**config.mk**
```make
export PLATFORM = sky130hd
export DESIGN_NAME = urs_seq
export DESIGN_NICKNAME = d
export VERILOG_FILES = /design/src/hdl/ultrasonic_ranging_sequencer_top_macros.svh /design/src/hdl/urs_pkg.sv /design/src/hdl/urs_seq.sv
export SDC_FILE = /design/constraint.sdc
export NUM_CORES = 1
export LEC_CHECK = 0
export BUFFER_PORTS_ARGS = -buffer_cell sky130_fd_sc_hd__buf_2
export CORE_UTILIZATION = 30
export DETAILED_ROUTE_END_ITERATION = 10
export MAX_ROUTING_LAYER = met4
export PLACE_DENSITY = 0.51
export SYNTH_ARGS = -nofsm -noshare
export SYNTH_HDL_FRONTEND = slang
export SYNTH_SLANG_ARGS = --single-unit
```
**constraint.sdc**
```tcl
create_clock -name clk -period 17.46 [get_ports clk]
set_clock_uncertainty 0.1 [all_clocks]
set_input_delay 0.873 -clock clk [delete_from_list [all_inputs] [get_ports clk]]
set_output_delay 0.873 -clock clk [all_outputs]
set_load 0.005 [all_outputs]
```
**src/hdl/ultrasonic_ranging_sequencer_top_macros.svh**
```systemverilog
// assertion helpers for the ranging sequencer
`ifndef ULTRASONIC_RANGING_SEQUENCER_TOP_MACROS_SVH
`define ULTRASONIC_RANGING_SEQUENCER_TOP_MACROS_SVH

`ifndef SYNTHESIS

// same-cycle implication
`define URS_ASSERT_IMPL(label, clk, rst_n, ante, cons, msg) \
    label: assert property (@(posedge clk) disable iff (!rst_n) (ante) |-> (cons)) \
        else $error(msg);

// next-cycle implication
`define URS_ASSERT_NEXT(label, clk, rst_n, ante, cons, msg) \
    label: assert property (@(posedge clk) disable iff (!rst_n) (ante) |=> (cons)) \
        else $error(msg);

`else

`define URS_ASSERT_IMPL(label, clk, rst_n, ante, cons, msg)

`define URS_ASSERT_NEXT(label, clk, rst_n, ante, cons, msg)

`endif

`endif

```
**src/hdl/urs_pkg.sv**
```systemverilog
`default_nettype none

package urs_pkg;

    // field widths
    localparam int DIST_W    = 11;
    localparam int TMO_W     = 16;
    localparam int GAP_W     = 20;
    localparam int CNT_W     = 20;
    localparam int RES_W     = 6;
    localparam int NUM_SENS  = 3;
    localparam int IDX_W     = 2;
    localparam int CFG_IDX_W = 2;
    localparam int CFG_DAT_W = 20;

    // register indexes
    localparam logic [CFG_IDX_W-1:0] REG_DIST_LIMIT    = 2'd0;
    localparam logic [CFG_IDX_W-1:0] REG_START_TIMEOUT = 2'd1;
    localparam logic [CFG_IDX_W-1:0] REG_ECHO_TIMEOUT  = 2'd2;
    localparam logic [CFG_IDX_W-1:0] REG_ROUND_GAP     = 2'd3;

    // register reset values
    localparam logic [DIST_W-1:0] RST_DIST_LIMIT    = 11'd400;
    localparam logic [TMO_W-1:0]  RST_START_TIMEOUT = 16'd10000;
    localparam logic [TMO_W-1:0]  RST_ECHO_TIMEOUT  = 16'd60000;
    localparam logic [GAP_W-1:0]  RST_ROUND_GAP     = 20'd100000;

    // trigger timing and conversion
    localparam logic [CNT_W-1:0]  TRIG_LOW_TICKS  = 20'd2;
    localparam logic [CNT_W-1:0]  TRIG_HIGH_TICKS = 20'd10;
    localparam logic [RES_W-1:0]  TICKS_PER_CM    = 6'd58;
    localparam logic [DIST_W-1:0] ACC_MAX         = 11'd2047;

    // sensor slots
    localparam logic [IDX_W-1:0] SENS_FRONT = 2'd0;
    localparam logic [IDX_W-1:0] SENS_LEFT  = 2'd1;
    localparam logic [IDX_W-1:0] SENS_RIGHT = 2'd2;

    typedef enum logic [4:0] {
        PH_TRIG_LOW  = 5'b00001,
        PH_TRIG_HIGH = 5'b00010,
        PH_WAIT_RISE = 5'b00100,
        PH_MEASURE   = 5'b01000,
        PH_GAP       = 5'b10000
    } phase_t;

    typedef struct packed {
        logic [DIST_W-1:0] dist_limit;
        logic [TMO_W-1:0]  start_timeout;
        logic [TMO_W-1:0]  echo_timeout;
        logic [GAP_W-1:0]  round_gap;
    } cfg_t;

    typedef struct packed {
        logic              trig_front;
        logic              trig_left;
        logic              trig_right;
        logic [DIST_W-1:0] front_cm;
        logic [DIST_W-1:0] left_cm;
        logic [DIST_W-1:0] right_cm;
        logic [2:0]        fail_mask;
        logic              report_valid;
    } result_t;

    typedef struct packed {
        phase_t           phase;
        logic [IDX_W-1:0] sensor_index;
    } status_t;

endpackage

`default_nettype wire

```
**src/hdl/urs_seq.sv**
```systemverilog
`default_nettype none

module urs_seq
    import urs_pkg::*;
(
    input  wire logic          clk,
    input  wire logic          rst_n,
    input  wire logic          step,
    input  wire logic [2:0]    echo,
    input  wire cfg_t          regs,
    output result_t            result,
    output status_t            status
);

    phase_t            phase_reg,  phase_next;
    logic [IDX_W-1:0]  idx_reg,    idx_next;
    logic [CNT_W-1:0]  count_reg,  count_next;
    logic [RES_W-1:0]  res_reg,    res_next;
    logic [DIST_W-1:0] acc_reg,    acc_next;
    logic [DIST_W-1:0] dist_reg    [NUM_SENS];
    logic [DIST_W-1:0] dist_next   [NUM_SENS];
    logic [2:0]        err_reg,    err_next;

    assign status.phase        = phase_reg;
    assign status.sensor_index = idx_reg;

    // one tick of the ranging sequence
    always_comb
    begin
        logic              echo_sel;
        logic              measure;
        logic              done;
        logic              ok;
        logic              report;
        logic [2:0]        trig;
        logic [2:0]        err_shown;
        logic [CNT_W-1:0]  cnt_inc;
        logic [CNT_W-1:0]  m_cnt;
        logic [RES_W-1:0]  m_res;
        logic [DIST_W-1:0] m_acc;

        phase_next = phase_reg;
        idx_next   = idx_reg;
        count_next = count_reg;
        res_next   = res_reg;
        acc_next   = acc_reg;
        err_next   = err_reg;
        for (int i = 0; i < NUM_SENS; i++)
        begin
            dist_next[i] = dist_reg[i];
        end
        measure = 1'b0;
        done    = 1'b0;
        ok      = 1'b0;
        report  = 1'b0;
        trig    = 3'b000;
        cnt_inc = count_reg + 1'b1;
        m_cnt   = count_reg;
        m_res   = res_reg;
        m_acc   = acc_reg;

        // echo of the sensor under measurement
        case (idx_reg)
            SENS_FRONT: echo_sel = echo[0];
            SENS_LEFT:  echo_sel = echo[1];
            default:    echo_sel = echo[2];
        endcase

        unique case (phase_reg)
            PH_TRIG_LOW:
            begin
                if (cnt_inc >= TRIG_LOW_TICKS)
                begin
                    phase_next = PH_TRIG_HIGH;
                    count_next = '0;
                end
                else
                begin
                    count_next = cnt_inc;
                end
            end
            PH_TRIG_HIGH:
            begin
                case (idx_reg)
                    SENS_FRONT: trig = 3'b001;
                    SENS_LEFT:  trig = 3'b010;
                    default:    trig = 3'b100;
                endcase
                if (cnt_inc >= TRIG_HIGH_TICKS)
                begin
                    phase_next = PH_WAIT_RISE;
                    count_next = '0;
                end
                else
                begin
                    count_next = cnt_inc;
                end
            end
            PH_WAIT_RISE:
            begin
                if (!echo_sel)
                begin
                    count_next = cnt_inc;
                    if (cnt_inc > CNT_W'(regs.start_timeout))
                    begin
                        done = 1'b1;
                    end
                end
                else
                begin
                    // rising edge counts as the first high tick
                    measure    = 1'b1;
                    phase_next = PH_MEASURE;
                    m_cnt      = '0;
                    m_res      = '0;
                    m_acc      = '0;
                end
            end
            PH_MEASURE:
            begin
                measure = 1'b1;
            end
            PH_GAP:
            begin
                count_next = cnt_inc;
                if (cnt_inc >= regs.round_gap)
                begin
                    phase_next = PH_TRIG_LOW;
                    idx_next   = SENS_FRONT;
                    count_next = '0;
                    err_next   = '0;
                end
            end
            default:
            begin
                phase_next = PH_TRIG_LOW;
                idx_next   = SENS_FRONT;
                count_next = '0;
                err_next   = '0;
            end
        endcase

        // echo high time, running quotient by ticks per cm
        if (measure)
        begin
            if (echo_sel)
            begin
                m_cnt = m_cnt + 1'b1;
                if (m_cnt > CNT_W'(regs.echo_timeout))
                begin
                    done = 1'b1;
                end
                else
                begin
                    m_res = m_res + 1'b1;
                    if (m_res >= TICKS_PER_CM)
                    begin
                        m_res = '0;
                        if (m_acc < ACC_MAX)
                        begin
                            m_acc = m_acc + 1'b1;
                        end
                    end
                end
            end
            else
            begin
                done = 1'b1;
                ok   = 1'b1;
            end
            count_next = m_cnt;
            res_next   = m_res;
            acc_next   = m_acc;
        end

        // close out the sensor
        if (done)
        begin
            if (ok)
            begin
                dist_next[idx_reg] = (m_acc < regs.dist_limit) ? m_acc : regs.dist_limit;
            end
            else
            begin
                err_next = err_next | (3'b001 << idx_reg);
            end
            count_next = '0;
            res_next   = '0;
            acc_next   = '0;
            if (idx_reg < SENS_RIGHT)
            begin
                idx_next   = idx_reg + 1'b1;
                phase_next = PH_TRIG_LOW;
            end
            else
            begin
                report = 1'b1;
                if (regs.round_gap == '0)
                begin
                    phase_next = PH_TRIG_LOW;
                    idx_next   = SENS_FRONT;
                end
                else
                begin
                    phase_next = PH_GAP;
                end
            end
        end

        err_shown = err_next;
        // zero gap: flags shown on the report beat, then cleared
        if (report && regs.round_gap == '0)
        begin
            err_next = '0;
        end

        result.trig_front   = trig[0];
        result.trig_left    = trig[1];
        result.trig_right   = trig[2];
        result.front_cm     = dist_next[0];
        result.left_cm      = dist_next[1];
        result.right_cm     = dist_next[2];
        result.fail_mask    = err_shown;
        result.report_valid = report;
    end

    // sequencer state
    always_ff @(posedge clk or negedge rst_n)
    begin
        if (!rst_n)
        begin
            phase_reg <= PH_TRIG_LOW;
            idx_reg   <= SENS_FRONT;
            count_reg <= '0;
            res_reg   <= '0;
            acc_reg   <= '0;
            err_reg   <= '0;
            for (int i = 0; i < NUM_SENS; i++)
            begin
                dist_reg[i] <= '0;
            end
        end
        else if (step)
        begin
            phase_reg <= phase_next;
            idx_reg   <= idx_next;
            count_reg <= count_next;
            res_reg   <= res_next;
            acc_reg   <= acc_next;
            err_reg   <= err_next;
            for (int i = 0; i < NUM_SENS; i++)
            begin
                dist_reg[i] <= dist_next[i];
            end
        end
    end

endmodule

`default_nettype wire

```
==> qor.yml <==
pwr:
  p_leak_nw: 4.18
  ir_worst_vdd_uv: 42.6
  p_per_area_mw_per_mm2: 75.0
yosys:
  ys_ff_latch: 80
  synth_flop_cell: "dfrtp_1"
  ys_warn_count: 0
  syn_area_mm2: 0.00750
  synth-seq-area-share_pct: 26.7
  synth_cell_types: 71
  syn-instance-count: 1015
  synth_nets: 1152
  synth_edf_count: 0
  async_reset_ff_share_pct: 100
  postSynthAreaPerCell_um2: 7.39
final_layout:
  antennaDiodeCount: 0
  largest_reg_flops: 33
  nFillCells: 2657
  layout_commonest_cell: "nand2_1"
  final_core_util_pct: 35.5
  multi_input_area_mm2: 0.00492
  final_cell_mix: "147 x nand2_1, 114 x buf_2, 94 x inv_1"
  post-route-cell-area_mm2: 0.00867
  regArea_mm2: 0.00200
  areaGrowthSynthToFinish_pct: 15.5
  drive_gt1_share_pct: 14.0
  nets: 1230
floorplanning:
  die_area_mm2: 0.0256
  initial_core_util_pct: 30.8
  ioPinCount: 116
  die_y_um: 160
  core_area_mm2: 0.0244
  die_w_um: 160
  rows: 57
min_path:
  hp-class: "input pin to async pin"
clocking:
  clk_pin_slew_worst_paths_ns: 0.07
  hold_buffers: 0
  post-cts-setup-buffer-count: 0
  cts_max_level: 3
  numCtsBuffers: 9
  numClockSinks: 80
  cts_root_buffer: "clkbuf_16"
  cts_max_path_buffers: 2
  insertion_delay_ns: 0.35
  cts_tree: "done"
  cts_resized: 0
setup_path:
  cp-start-kind: "register"
  worst_setup_path_end_kind: "output pin"
  worstPathRequired_ns: 16.49
  cpMaxStageDelayCell: "a31oi_1"
  cp_top_family: "compound AO/OA/AOI/OAI gates"
  critPathBufInv: 2
  cp_slowest_stage_delay_ns: 1.09
  criticalPathCategory: "register to output pin"
  arrival_ns: 9.61
  path_max_fanout: 19
placement:
  placed_area_mm2: 0.00834
  dp_hpwl_um: 19100
  place_congestion: 0.916
  numPortBuffers: 115
drt:
  vias_per_cell: 5.40
  drt-initial-drc-count: 539
  met2_length_um: 11900
  detail_route.wl_per_cell_um: 17.6
  first_pass_iters: 6
  drt-met1-wl_um: 11400
  wl_met3_um: 1220
  num_vias: 7678
  ant_nets: 0
  routed_wl_um: 25000
  route.top_layer_used: "met4"
  route.detailed.drc: 0
sta:
  setup_tns_ns: 0
  worst_pin_slew_ns: 1.25
  fin_crit_sh_pct: 60.6
  maxSlewHeadroom_pct: 15.9
  grt_setup_unrepaired: "false"
  slew_violations: 0
  fmax_mhz: 94.5
  hold_viol: 0
  finalSetupViolCount: 0
  finalCriticalPeriod_ns: 10.58
global_routing:
  grt_pass1_vias: 7336
  grt_max_degree: 61
  antenna_found_initial: 0
  grt.total_usage_pct: 20.4
  grt.overflow.total: 0
  grt_pass1_wl_um: 40200
outcome:
  status: "completed"
job:
  drv_cap: 0
[per-layer routing]
metal	vias up	track usage [%]
met1	3632	26.2
met2	216	33.3
met3	28	3.06
met5	-	-
met4	0	5.67
li1	3802	-
[through the flow]
step	power (mW)	setup slack [ns]	std cells	hold WS [ns]
floorplan	0.349	9.66	1015	0.338
global placement	0.429	7.32	1406	0.363
detailed placement	0.430	6.96	1406	0.372
CTS	0.656	6.88	1422	0.309
global route	0.687	5.95	1422	0.320
finish	0.650	6.88	1422	0.303
[final cells by class]
type	count	share of cell area [%]
Multi-Input combinational cell	783	56.8
Inverter	95	4.11
Clock inverter	7	1.23
Timing Repair Buffer	124	7.45
Clock buffer	9	2.60
Tap cell	324	4.68
Sequential cell	80	23.1
[cell usage after synthesis, types with 4 or more instances]
master	number	share of area (%)
a211oi_1	6	0.60
buf_2	10	0.67
o22ai_1	6	0.50
o41ai_1	4	0.47
a21o_1	11	1.1
a21oi_1	49	3.3
dfrtp_1	79	26
or4_1	5	0.50
nor3_1	25	1.7
ha_1	68	11
inv_1	94	4.7
xor2_1	11	1.3
a31oi_1	5	0.42
nor4_1	21	1.8
mux2i_1	16	2.1
or2_2	4	0.33
o211ai_1	5	0.50
xnor2_1	19	2.2
clkbuf_1	46	2.3
and2_1	10	0.83
nor2b_1	6	0.50
nor2_1	63	3.2
nand2b_1	10	0.83
a2bb2oi_1	5	0.58
o31ai_1	17	1.7
o21a_1	4	0.40
a22oi_1	6	0.60
nand4_1	32	2.7
o21ai_0	41	2.7
and4_1	4	0.47
o21ai_1	78	5.2
or3_1	8	0.67
nand2_1	147	7.4
a32oi_1	5	0.58
and3_1	13	1.1
nand3_1	32	2.1
[power by group]
| part | internal [mW] | switching, mW | total, mW |
|---|---|---|---|
| combinational | 0.0729 | 0.136 | 0.209 |
| clock | 0.129 | 0.0961 | 0.225 |
| sequential | 0.197 | 0.0197 | 0.217 |
[cell families (layout without fill, tap and decap cells)]
| kind of cell | count (synthesis) | after routing | share of synthesized area [%] |
|---|---|---|---|
| and+or+nand+nor | 394 | 394 | 25.8 |
| AOI/OAI and AO/OA | 272 | 272 | 22.3 |
| buffers and inverters | 152 | 235 | 7.82 |
| DFF | 80 | 80 | 26.7 |
| adders and majority gates | 68 | 68 | 11.3 |
| xor gates and xnor gates | 30 | 30 | 3.50 |
| muxes | 19 | 19 | 2.58 |
[final timing paths]
path / cells after the start / end / slack, ns / start
max: 29 / result[20] / 6.88 / idx_reg[0]
min in group clk: 1 / res_reg[5] / 0.38 / res_reg[5]
min reg2reg: 1 / res_reg[5] / 0.38 / res_reg[5]
max in group asynchronous: 2 / dist_reg[30] / 15.81 / rst_n
max reg2reg: 28 / dist_reg[16] / 8.10 / idx_reg[0]
min: 1 / count_reg[10] / 0.30 / rst_n
Power figures use the tool's default switching activity.
